File: src/rtl/dpwm_pkg.sv
`timescale 1ns / 1ps
// shared types, constants and helpers for the dithered pwm generator
package dpwm_pkg;

   localparam int SETPOINT_W     = 21;
   localparam int FRAC_W         = 5;
   localparam int DUTY_W         = SETPOINT_W - FRAC_W;
   localparam int COMPARE_W      = 16;
   localparam int PERIOD_W       = 16;
   localparam int CSR_ADDR_W     = 3;
   localparam int CSR_DATA_W     = 32;
   localparam int REQ_DATA_W     = 24;
   localparam int RSP_DATA_W     = 24;
   localparam int DEF_DITHER_LEN = 32;
   localparam int DEF_COUNT_BITS = 16;

   localparam logic [PERIOD_W-1:0]  PERIOD_RESET = 16'hFFFF;
   localparam logic [COMPARE_W-1:0] COMPARE_MAX  = 16'hFFFF;

   // register index taken from paddr[2]
   localparam logic REG_PERIOD = 1'b0;

   localparam logic OP_TICK = 1'b0;
   localparam logic OP_LOAD = 1'b1;

   typedef struct packed {
      logic                  load;
      logic                  wrap;
      logic [SETPOINT_W-1:0] setpoint;
   } seq_cmd_type;

   function automatic logic [FRAC_W-1:0] rev5(input logic [FRAC_W-1:0] v);
      logic [FRAC_W-1:0] r;
      for (int b = 0; b < FRAC_W; b++) begin
         r[FRAC_W-1-b] = v[b];
      end
      return r;
   endfunction

endpackage

File: src/rtl/dithered_pwm_generator.sv
`timescale 1ns / 1ps
// top level of the dithered pwm generator
//
//   group  dir  tdata / tuser / tlast
//   req    in   tdata: setpoint[20:0], zero pad   tuser: opcode
//   rsp    out  tdata: pwm_level, compare_value[16:1], zero pad   tlast: period_end
//   csr    in   period at byte address 0
//
// one request per cycle unless the result stalls; a request enters an input register
// and its result is formed by one pass of logic into the result register
// counter, sequence and compare state advance as a request moves to the result register
// reset is synchronous and clears all control and timer state, period returns to 65535
// a stalled result holds the result register; one more request waits in the input register
module dithered_pwm_generator #(
   parameter int DITHER_LEN = dpwm_pkg::DEF_DITHER_LEN,
   parameter int COUNT_BITS = dpwm_pkg::DEF_COUNT_BITS
) (
   input  logic                              clock,
   input  logic                              reset,
   input  logic                              req_tvalid,
   output logic                              req_tready,
   input  logic [dpwm_pkg::REQ_DATA_W-1:0]   req_tdata,  // setpoint, pad
   input  logic                              req_tuser,  // opcode
   output logic                              rsp_tvalid,
   input  logic                              rsp_tready,
   output logic [dpwm_pkg::RSP_DATA_W-1:0]   rsp_tdata,  // pwm_level, compare_value, pad
   output logic                              rsp_tlast,  // period_end
   input  logic                              csr_psel,
   input  logic                              csr_penable,
   input  logic                              csr_pwrite,
   input  logic [dpwm_pkg::CSR_ADDR_W-1:0]   csr_paddr,
   input  logic [dpwm_pkg::CSR_DATA_W-1:0]   csr_pwdata,
   output logic [dpwm_pkg::CSR_DATA_W-1:0]   csr_prdata,
   output logic                              csr_pready
);
   import dpwm_pkg::*;

   localparam int CMP_W = (COUNT_BITS > COMPARE_W) ? COUNT_BITS : COMPARE_W;

   logic [PERIOD_W-1:0]   period;
   logic [COMPARE_W-1:0]  entry_value;
   seq_cmd_type           seq_cmd;

   logic                  in_valid_ff, in_valid_in;
   logic                  in_op_ff;
   logic [SETPOINT_W-1:0] in_sp_ff;
   logic                  out_valid_ff, out_valid_in;
   logic                  out_level_ff, out_level_in;
   logic [COMPARE_W-1:0]  out_compare_ff;
   logic                  out_end_ff;
   logic [COUNT_BITS-1:0] counter_ff, counter_in;
   logic [COMPARE_W-1:0]  active_ff, active_in;

   logic                  req_take;
   logic                  advance;
   logic                  is_load;
   logic                  wrap;

   dpwm_csr u_csr (
      .clock       (clock),
      .reset       (reset),
      .csr_psel    (csr_psel),
      .csr_penable (csr_penable),
      .csr_pwrite  (csr_pwrite),
      .csr_paddr   (csr_paddr),
      .csr_pwdata  (csr_pwdata),
      .csr_prdata  (csr_prdata),
      .csr_pready  (csr_pready),
      .period      (period)
   );

   dpwm_seq #(
      .DITHER_LEN (DITHER_LEN)
   ) u_seq (
      .clock       (clock),
      .reset       (reset),
      .cmd         (seq_cmd),
      .entry_value (entry_value)
   );

   assign advance    = in_valid_ff && (!out_valid_ff || rsp_tready);
   assign req_tready = !in_valid_ff || advance;
   assign req_take   = req_tvalid && req_tready;

   assign is_load = in_op_ff == OP_LOAD;
   assign wrap    = !is_load && (CMP_W'(counter_ff) >= CMP_W'(period));

   assign seq_cmd.load     = advance && is_load;
   assign seq_cmd.wrap     = advance && wrap;
   assign seq_cmd.setpoint = in_sp_ff;

   always_comb begin
      counter_in = counter_ff;
      active_in  = active_ff;
      if (!is_load) begin
         if (wrap) begin
            counter_in = '0;
            active_in  = entry_value;
         end else begin
            counter_in = counter_ff + COUNT_BITS'(1);
         end
      end
   end

   assign out_level_in = CMP_W'(counter_in) < CMP_W'(active_in);
   assign in_valid_in  = req_take ? 1'b1 : (advance ? 1'b0 : in_valid_ff);
   assign out_valid_in = advance ? 1'b1 : (rsp_tready ? 1'b0 : out_valid_ff);

   always_ff @(posedge clock) begin
      if (reset) begin
         in_valid_ff  <= 1'b0;
         out_valid_ff <= 1'b0;
         counter_ff   <= '0;
         active_ff    <= '0;
      end else begin
         in_valid_ff  <= in_valid_in;
         out_valid_ff <= out_valid_in;
         if (advance) begin
            counter_ff <= counter_in;
            active_ff  <= active_in;
         end
      end
   end

   always_ff @(posedge clock) begin
      if (req_take) begin
         in_op_ff <= req_tuser;
         in_sp_ff <= req_tdata[SETPOINT_W-1:0];
      end
      if (advance) begin
         out_level_ff   <= out_level_in;
         out_compare_ff <= active_in;
         out_end_ff     <= wrap;
      end
   end

   assign rsp_tvalid = out_valid_ff;
   assign rsp_tdata  = {(RSP_DATA_W-COMPARE_W-1)'(0), out_compare_ff, out_level_ff};
   assign rsp_tlast  = out_end_ff;

`ifndef SYNTHESIS
   a_load_no_end: assert property (@(posedge clock) disable iff (reset)
      advance && is_load |=> !rsp_tlast)
      else $error("load request produced a period end");

   a_level_needs_compare: assert property (@(posedge clock) disable iff (reset)
      rsp_tvalid && rsp_tdata[0] |-> rsp_tdata[COMPARE_W:1] != '0)
      else $error("pwm level high with zero compare");

   a_wrap_clears_counter: assert property (@(posedge clock) disable iff (reset)
      advance && wrap |=> counter_ff == '0)
      else $error("counter not cleared at period end");

   a_stall_reason: assert property (@(posedge clock) disable iff (reset)
      !req_tready |-> in_valid_ff && out_valid_ff && !rsp_tready)
      else $error("request blocked without a full pipeline");

   a_end_reloads: assert property (@(posedge clock) disable iff (reset)
      advance && wrap |=> active_ff == $past(entry_value))
      else $error("compare not reloaded at period end");
`endif

endmodule

File: src/rtl/dpwm_csr.sv
`timescale 1ns / 1ps
// configuration register file holding the period
module dpwm_csr (
   input  logic                              clock,
   input  logic                              reset,
   input  logic                              csr_psel,
   input  logic                              csr_penable,
   input  logic                              csr_pwrite,
   input  logic [dpwm_pkg::CSR_ADDR_W-1:0]   csr_paddr,
   input  logic [dpwm_pkg::CSR_DATA_W-1:0]   csr_pwdata,
   output logic [dpwm_pkg::CSR_DATA_W-1:0]   csr_prdata,
   output logic                              csr_pready,
   output logic [dpwm_pkg::PERIOD_W-1:0]     period
);
   import dpwm_pkg::*;

   logic [PERIOD_W-1:0] period_ff;
   logic [PERIOD_W-1:0] period_in;
   logic                wr_period;

   assign csr_pready = 1'b1;
   assign wr_period  = csr_psel && csr_penable && csr_pwrite && csr_pready
                       && (csr_paddr[2] == REG_PERIOD);
   assign period_in  = wr_period ? csr_pwdata[PERIOD_W-1:0] : period_ff;

   always_ff @(posedge clock) begin
      if (reset) begin
         period_ff <= PERIOD_RESET;
      end else begin
         period_ff <= period_in;
      end
   end

   always_comb begin
      csr_prdata = '0;
      if (csr_paddr[2] == REG_PERIOD) begin
         csr_prdata = CSR_DATA_W'(period_ff);
      end
   end

   assign period = period_ff;

endmodule

File: src/rtl/dpwm_seq.sv
`timescale 1ns / 1ps
// dither sequence: position, half setpoints, update flags and entry compare value
module dpwm_seq #(
   parameter int DITHER_LEN = dpwm_pkg::DEF_DITHER_LEN
) (
   input  logic                             clock,
   input  logic                             reset,
   input  dpwm_pkg::seq_cmd_type            cmd,
   output logic [dpwm_pkg::COMPARE_W-1:0]   entry_value
);
   import dpwm_pkg::*;

   localparam int SEQ_LEN = 2 * DITHER_LEN;
   localparam int SEQ_W   = $clog2(SEQ_LEN);

   logic [SEQ_W-1:0]      pos_ff;
   logic [SEQ_W-1:0]      pos_in;
   logic [SETPOINT_W-1:0] pending_ff;
   logic [SETPOINT_W-1:0] pending_in;
   logic [SETPOINT_W-1:0] half_sp_ff [2];
   logic [SETPOINT_W-1:0] half_sp_in [2];
   logic [1:0]            half_upd_ff;
   logic [1:0]            half_upd_in;

   logic                  in_second;
   logic [SEQ_W-1:0]      local_idx;
   logic [FRAC_W-1:0]     frac_idx;
   logic [SETPOINT_W-1:0] cur_sp;
   logic [DUTY_W-1:0]     duty;
   logic                  dither_bit;
   logic [SEQ_W:0]        pos_inc;
   logic                  end_first;
   logic                  end_second;

   assign in_second  = pos_ff >= SEQ_W'(DITHER_LEN);
   assign local_idx  = in_second ? (pos_ff - SEQ_W'(DITHER_LEN)) : pos_ff;
   assign frac_idx   = FRAC_W'(local_idx);
   assign cur_sp     = half_sp_ff[in_second];
   assign duty       = cur_sp[SETPOINT_W-1:FRAC_W];
   assign dither_bit = rev5(~frac_idx) < cur_sp[FRAC_W-1:0];
   assign entry_value = (duty == COMPARE_MAX) ? COMPARE_MAX
                                              : (duty + DUTY_W'(dither_bit));

   assign pos_inc    = {1'b0, pos_ff} + (SEQ_W+1)'(1);
   assign end_first  = pos_inc == (SEQ_W+1)'(DITHER_LEN);
   assign end_second = pos_inc >= (SEQ_W+1)'(SEQ_LEN);

   always_comb begin
      pos_in      = pos_ff;
      pending_in  = pending_ff;
      half_sp_in  = half_sp_ff;
      half_upd_in = half_upd_ff;
      if (cmd.load) begin
         pending_in  = cmd.setpoint;
         half_upd_in = 2'b00;
      end else if (cmd.wrap) begin
         pos_in = end_second ? '0 : pos_inc[SEQ_W-1:0];
         if (end_first && !half_upd_ff[0]) begin
            half_sp_in[0]  = pending_ff;
            half_upd_in[0] = 1'b1;
         end
         if (end_second && !half_upd_ff[1]) begin
            half_sp_in[1]  = pending_ff;
            half_upd_in[1] = 1'b1;
         end
      end
   end

   always_ff @(posedge clock) begin
      if (reset) begin
         pos_ff        <= '0;
         pending_ff    <= '0;
         half_sp_ff[0] <= '0;
         half_sp_ff[1] <= '0;
         half_upd_ff   <= '0;
      end else begin
         pos_ff        <= pos_in;
         pending_ff    <= pending_in;
         half_sp_ff[0] <= half_sp_in[0];
         half_sp_ff[1] <= half_sp_in[1];
         half_upd_ff   <= half_upd_in;
      end
   end

endmodule

File: config.mk
export PLATFORM = sky130hd
export DESIGN_NAME = dithered_pwm_generator
export DESIGN_NICKNAME = d
export VERILOG_FILES = /design/src/rtl/dpwm_pkg.sv /design/src/rtl/dithered_pwm_generator.sv /design/src/rtl/dpwm_csr.sv /design/src/rtl/dpwm_seq.sv
export SDC_FILE = /design/constraint.sdc
export NUM_CORES = 1
export LEC_CHECK = 0
export BUFFER_PORTS_ARGS = -buffer_cell sky130_fd_sc_hd__buf_4
export CORE_AREA = 2 2 138 140
export DETAILED_ROUTE_END_ITERATION = 8
export DIE_AREA = 0 0 140 142
export GPL_ROUTABILITY_DRIVEN = 0
export HOLD_SLACK_MARGIN = 0.06
export PLACE_DENSITY = 0.7
export SLEW_MARGIN = 20
export SYNTH_ARGS = -nofsm -noshare
export SYNTH_HDL_FRONTEND = slang
export SYNTH_SLANG_ARGS = --single-unit
File: constraint.sdc
create_clock -name clock -period 10.9 [get_ports clock]
set_input_delay 0.545 -clock clock [delete_from_list [all_inputs] [get_ports clock]]
set_output_delay 0.545 -clock clock [all_outputs]
set_load 0.02 [all_outputs]
Yosys cells after proc, flatten, opt, wreduce, memory -nomap -nowiden
Index checks and enable logic that the tools add are counted.

word-level totals
  logic and storage cells = 72
  bits of input ports = 67
  register bits = 161

cells by class
  bitwise gates (word level) = 4
  add/sub/neg operators = 4
  $lt $le $gt $ge = 6
  eq/ne operators = 2
  reductions and logical operators = 25
  multiplexer cells = 15

operator list
  operator                 count
  $mux W16                 6
  $mux W21                 3
  $add A16 B1 Y16          1
  $add A16 B1 Y16 const B  1
  $eq A16 B16 Y1 const B   1
  $ge A16 B16 Y1           1
  $lt A16 B16 Y1           1
  $logic_and A1 B1 Y1      10
  $add A6 B1 Y7 const B    1
  $eq A7 B6 Y1 const B     1
  $ge A7 B7 Y1 const B     1
  $ge A6 B6 Y1 const B     1
  $mux W6                  1
  $reduce_and A2 Y1        3
  $reduce_and A3 Y1        2
  $logic_not A1 Y1         5
  $lt A5 B5 Y1             1
  $mux W5                  1
  $not A5 Y5               1
  $sub A5 B1 Y5 const B    1
  $mux W1                  4
  $reduce_bool A2 Y1       2
  $ge A2 B2 Y1 const B     1
  $logic_or A1 B1 Y1       2
  other kinds (3)          4

Logic depth before layout (Yosys ltp)
  word-level depth = 11
  depth in mapped cells = 26
  mapped depth without buffers = 22

Hierarchy
A second synthesis with hierarchy kept.

unflattened totals
  cell total of the unflattened synthesis = 948
  area, all modules = 8863.5 sq um

modules (own cells, without submodules)
  module                  area an instance (sq um)  sequential area each (sq um)  cells an instance  times used
  dithered_pwm_generator  4066.4                    1881.8                        397                1
  dpwm_seq                3890.0                    1421.4                        445                1
  dpwm_csr                907.1                     320.3                         106                1

Worst setup path before layout
OpenSTA, ideal clock, no wires.

  path type = reg-to-reg
  start point = register u_seq.pos_ff[5]
  end point = register out_level_ff (data pin)
  cell stages (with the launch flop) = 25
  buffers on the path = 4
  required time = 10.636 ns
  library setup time = 0.264 ns
  path slack = 5.940 ns
  arrival = 4.696 ns
  path through = dfxtp_1 buf_2 buf_2 buf_2 buf_2 mux2i_1 ha_1 a21boi_0 o21a_1 o21ai_0 nand2b_1 a21oi_1 ha_1 nand4b_1 a22oi_1 nor4bb_1 xnor2_1 nor2_1 a21o_1 ha_1 nand3_1 nor3_1 nor4b_1 and3_1 a31oi_1

between the ends
  longest elaborated chain between the ends = 11
  elaborated cells on any way between the ends = 14
  those cells by class = 1 x add/sub; 3 x order compare; 1 x eq/ne; 7 x mux; 2 x bitwise

RTL lines
  item                                          RTL line                       source
  start, declared                               dpwm_seq.sv:16                 logic [SEQ_W-1:0] pos_ff;
  start signal, assigned                        dpwm_seq.sv:77                 pos_ff <= pos_in;
  $ge A6 B6 Y1 *                                dpwm_seq.sv:35                 assign in_second = pos_ff >= SEQ_W'(DITHER_LEN);
  $not A1 Y2 (implied by the code)              dpwm_seq.sv:38                 assign cur_sp = half_sp_ff[in_second];
  $mux W21 (implied by the code) (3 in series)  dpwm_seq.sv:38
  $lt A5 B5 Y1                                  dpwm_seq.sv:40                 assign dither_bit = rev5(~frac_idx) < cur_sp[FRAC_W-1:0];
  $add A16 B1 Y16                               dpwm_seq.sv:42                 : (duty + DUTY_W'(dither_bit));
  $mux W16 *                                    dpwm_seq.sv:41                 assign entry_value = (duty == COMPARE_MAX) ? COMPARE_MAX
  $mux W16 *                                    dithered_pwm_generator.sv:96   if (wrap) begin
  $mux W16 *                                    dithered_pwm_generator.sv:95   if (!is_load) begin
  $lt A16 B16 Y1 *                              dithered_pwm_generator.sv:105  assign out_level_in = CMP_W'(counter_in) < CMP_W'(active_in);
  named net out_level_in                        dithered_pwm_generator.sv:48   logic out_level_ff, out_level_in;
  end signal, assigned                          dithered_pwm_generator.sv:131  out_level_ff <= out_level_in;
  end, declared                                 dithered_pwm_generator.sv:48

Mark *: on every way through the listed nets, which the timed path passes. The rest lies on a longest branch. The select of a mux whose other input is x is not followed.
A chain may end at the register's enable or synchronous reset.

Worst setup path after layout
Ends and elaborated chain as after synthesis.

==> metrics.txt <==
Port Buffer Count=81; n_diodes=0; routed vias=6214; Final #Nets=1054; CTS max path bufs=2; # rows=50; Tot GR Track Use=0.171; grt ovf=0; LEAKAGE=3.57 nW; clock power share=0.458; Power Density=139 nW/um2; Distinct cells, synth=58; P_sw=0.000321 W; Tmin final=5.34 ns; Worst-Margin Slew=1.02 ns; Yosys reg bits=161; Starting Density=0.443; critical path startpoint category=flop; DP HPWL=11400 um; Mapped Cells=896; 1st-pass router iterations=9; headroom to the max-slew limit=0.316; Core Region=18500 um2; CTS resizes=0; CP Capture Type=flop; number of global-route vias before repair=5692; WP data arrival=5.49 ns; Area contributors post-synth=dfxtp_1 (30%), edfxtp_1 (15%), mux2i_1 (7.6%); CP Data Required Time=11.05 ns; Post-route DRC=4; Overall Power=0.00130 W; ys async rst share=0; initial antenna violation count=0; Final period util=0.490; Final Hold Viols=0; worst-skew pair later-pin latency=0.43 ns; postcts setup bufs=0; worst vdd ir=132 uV; maxcap violations=0; number of synthesized flops with an enable pin=40; height of the die=142 um; Synth Flop Type=dfxtp_1; failing checks=DRC; Commonest cells post-synth=nor2_1 (136), dfxtp_1 (121), nand2_1 (105); clock tree sinks=161; Wirelength per Cell=13.8 um; CTS Root Cell=clkbuf_16; CP Max Fanout=47; Post-Syn Area per Cell=9.12 um2; die area=19900 um2; Area Growth Syn to Fin=14.6%; Combinational Power Share=0.056; Worst-path clk slew=0.07 ns; H-tree depth=4; status=finished, violations left; TritonCTS buffer count=17; share of layout cells above drive strength 1=0.146; DRT iter0 DRCs=466; clk_skew=0.00917 ns; most common cell in the netlist=nor2_1; io pins=127; RSZ-0062 raised after global routing=no; switching share of power=0.247; Setup TNS Final=0 ns; sequential element share of the synthesized area=0.443; total internal power=0.000979 W; Hold Path Class=in2reg; routed wire length=16500 um; sequential fraction of design power=0.486; share of Yosys cell area claimed by the top area cell type=0.296; leading area contributor after synthesis=dfxtp_1; Slew Limit Fails=0; Die Width=140 um; Post-CTS Hold Fix Bufs=0; synth warn=0; global-route wire length before repair=27400 um; Crit Path Category=reg2reg; Vias/cell=5.20; TritonCTS clock tree=built; remaining antenna violation count=0; achievable frequency=187 MHz; largest net degree at the start of global routing=58; Finish-stage setup viols=0; Mapped Area=8170 um2
==> path summary, 6_finish.rpt <==
kind	startpoint	to	slack, ns	cells after the start
worst min-delay path	req_tdata[12]	in_sp_ff[12]	0.28	1
worst max register to register	u_seq.pos_ff[5]	out_level_ff	5.56	22
worst max-delay path	u_seq.pos_ff[5]	out_level_ff	5.56	22
worst min register to register	active_ff[14]	active_ff[14]	0.46	2
==> power by group through the flow <==
stage | sequential, W | combinational (W) | clock, W
final | 0.000632 | 0.0000734 | 0.000595
after global routing | 0.000633 | 0.0000804 | 0.000633
after CTS | 0.000632 | 0.0000740 | 0.000607
after detailed placement | 0.000645 | 0.0000738 | 0
after global placement | 0.000645 | 0.0000728 | 0
after floorplan | 0.000647 | 0.0000470 | 0
==> routing by layer <==
layer  vias up  track usage  routed length (um)
li1       3183            -                   -
met1      2885        0.225                7880
met2       129        0.282                7650
met3        17       0.0380                 733
met4         0       0.0558                 218
met5         -            0                   0
==> metrics by stage <==
step           hold slack (ns)  utilization  worst slack, ns  instance area [um2]  std cells
5_1_grt                  0.260        0.508             5.01                 9370       1194
6_report                 0.280        0.508             5.56                 9370       1194
3_5_place_dp             0.446        0.476             5.55                 8780       1162
3_3_place_gp             0.441        0.476             5.64                 8780       1162
4_1_cts                  0.267        0.508             5.50                 9370       1194
2_1_floorplan            0.436            -             5.94                 8260        918
==> layout by cell type (no fill, tap or decap), drive strengths merged, types with 2 or more instances in the layout <==
cell and n:
a21o 7, nor4b 2, mux2 6, mux2i 62, or2 2, a31oi 13
and3 2, nand4b 9, ha 40, nor3 22, nand2b 4, buf 86
edfxtp 40, or3 4, a22oi 4, clkbuf 17, o211ai 16, nor4 2
dfxtp 121, nor2b 3, clkinv 7, xor2 12, and2 3, a21boi 2
nand2 105, o21a 6, nand3b 9, nand3 24, a21oi 59, o21ai 14
a211o 2, conb 24, inv 35, a221oi 2, a211oi 9, a31o 8
xnor2 19, nor2 136, a311oi 4, nand4 8
==> worst max-delay path: stages, from the launching register on <==
cell and delay (ns):
dfxtp_1 0.31, buf_4 0.43, mux2i_1 0.25, ha_1 0.24, a21boi_0 0.12, o21a_1 0.17, o21ai_0 0.16, nand2b_1 0.07
a21oi_1 0.16, ha_1 0.21, nand4_1 0.14, a22oi_1 0.47, nor4bb_1 0.32, xnor2_1 0.16, nor2_1 0.11, a21o_1 0.23
ha_1 0.31, nand3_1 0.11, nor3_1 0.26, nor4b_1 0.39, o31ai_1 0.15, o211ai_1 0.14, a31oi_1 0.11
==> layout make-up <==
class	instances	area, um2
timing repair buffer	86	646
multi-input combinational	652	4110
clock inverter	15	168
fill	1733	9090
sequential	161	3620
clock buffer	17	425
tap	234	293
inverter	29	109
==> flip-flops by register name, indices dropped and copies added, names as in the netlist <==
register	cells
rsp_tvalid	1
in_op_ff	1
u_seq.half_sp_ff	42
out_level_ff	1
u_seq.half_upd_ff	2
u_seq.pending_ff	21
rsp_tlast	1
in_valid_ff	1
u_csr.period	16
u_seq.pos_ff	6
active_ff	16
counter_ff	16
in_sp_ff	21
out_compare_ff	16
==> kinds of logic (layout without fill, tap and decap cells) <==
group | Yosys count | after routing | share of synthesized area
and+or+nand+nor | 340 | 340 | 0.189
adders and majority gates | 40 | 40 | 0.0612
muxes | 68 | 68 | 0.0842
buffers and inverters | 105 | 147 | 0.0664
AOI/OAI and AO/OA | 149 | 149 | 0.122
xor gates and xnor gates | 31 | 31 | 0.0332
DFF | 161 | 161 | 0.443
other | 2 | 24 | 0.000919
No activity file was read; power rests on OpenSTA's default activity.
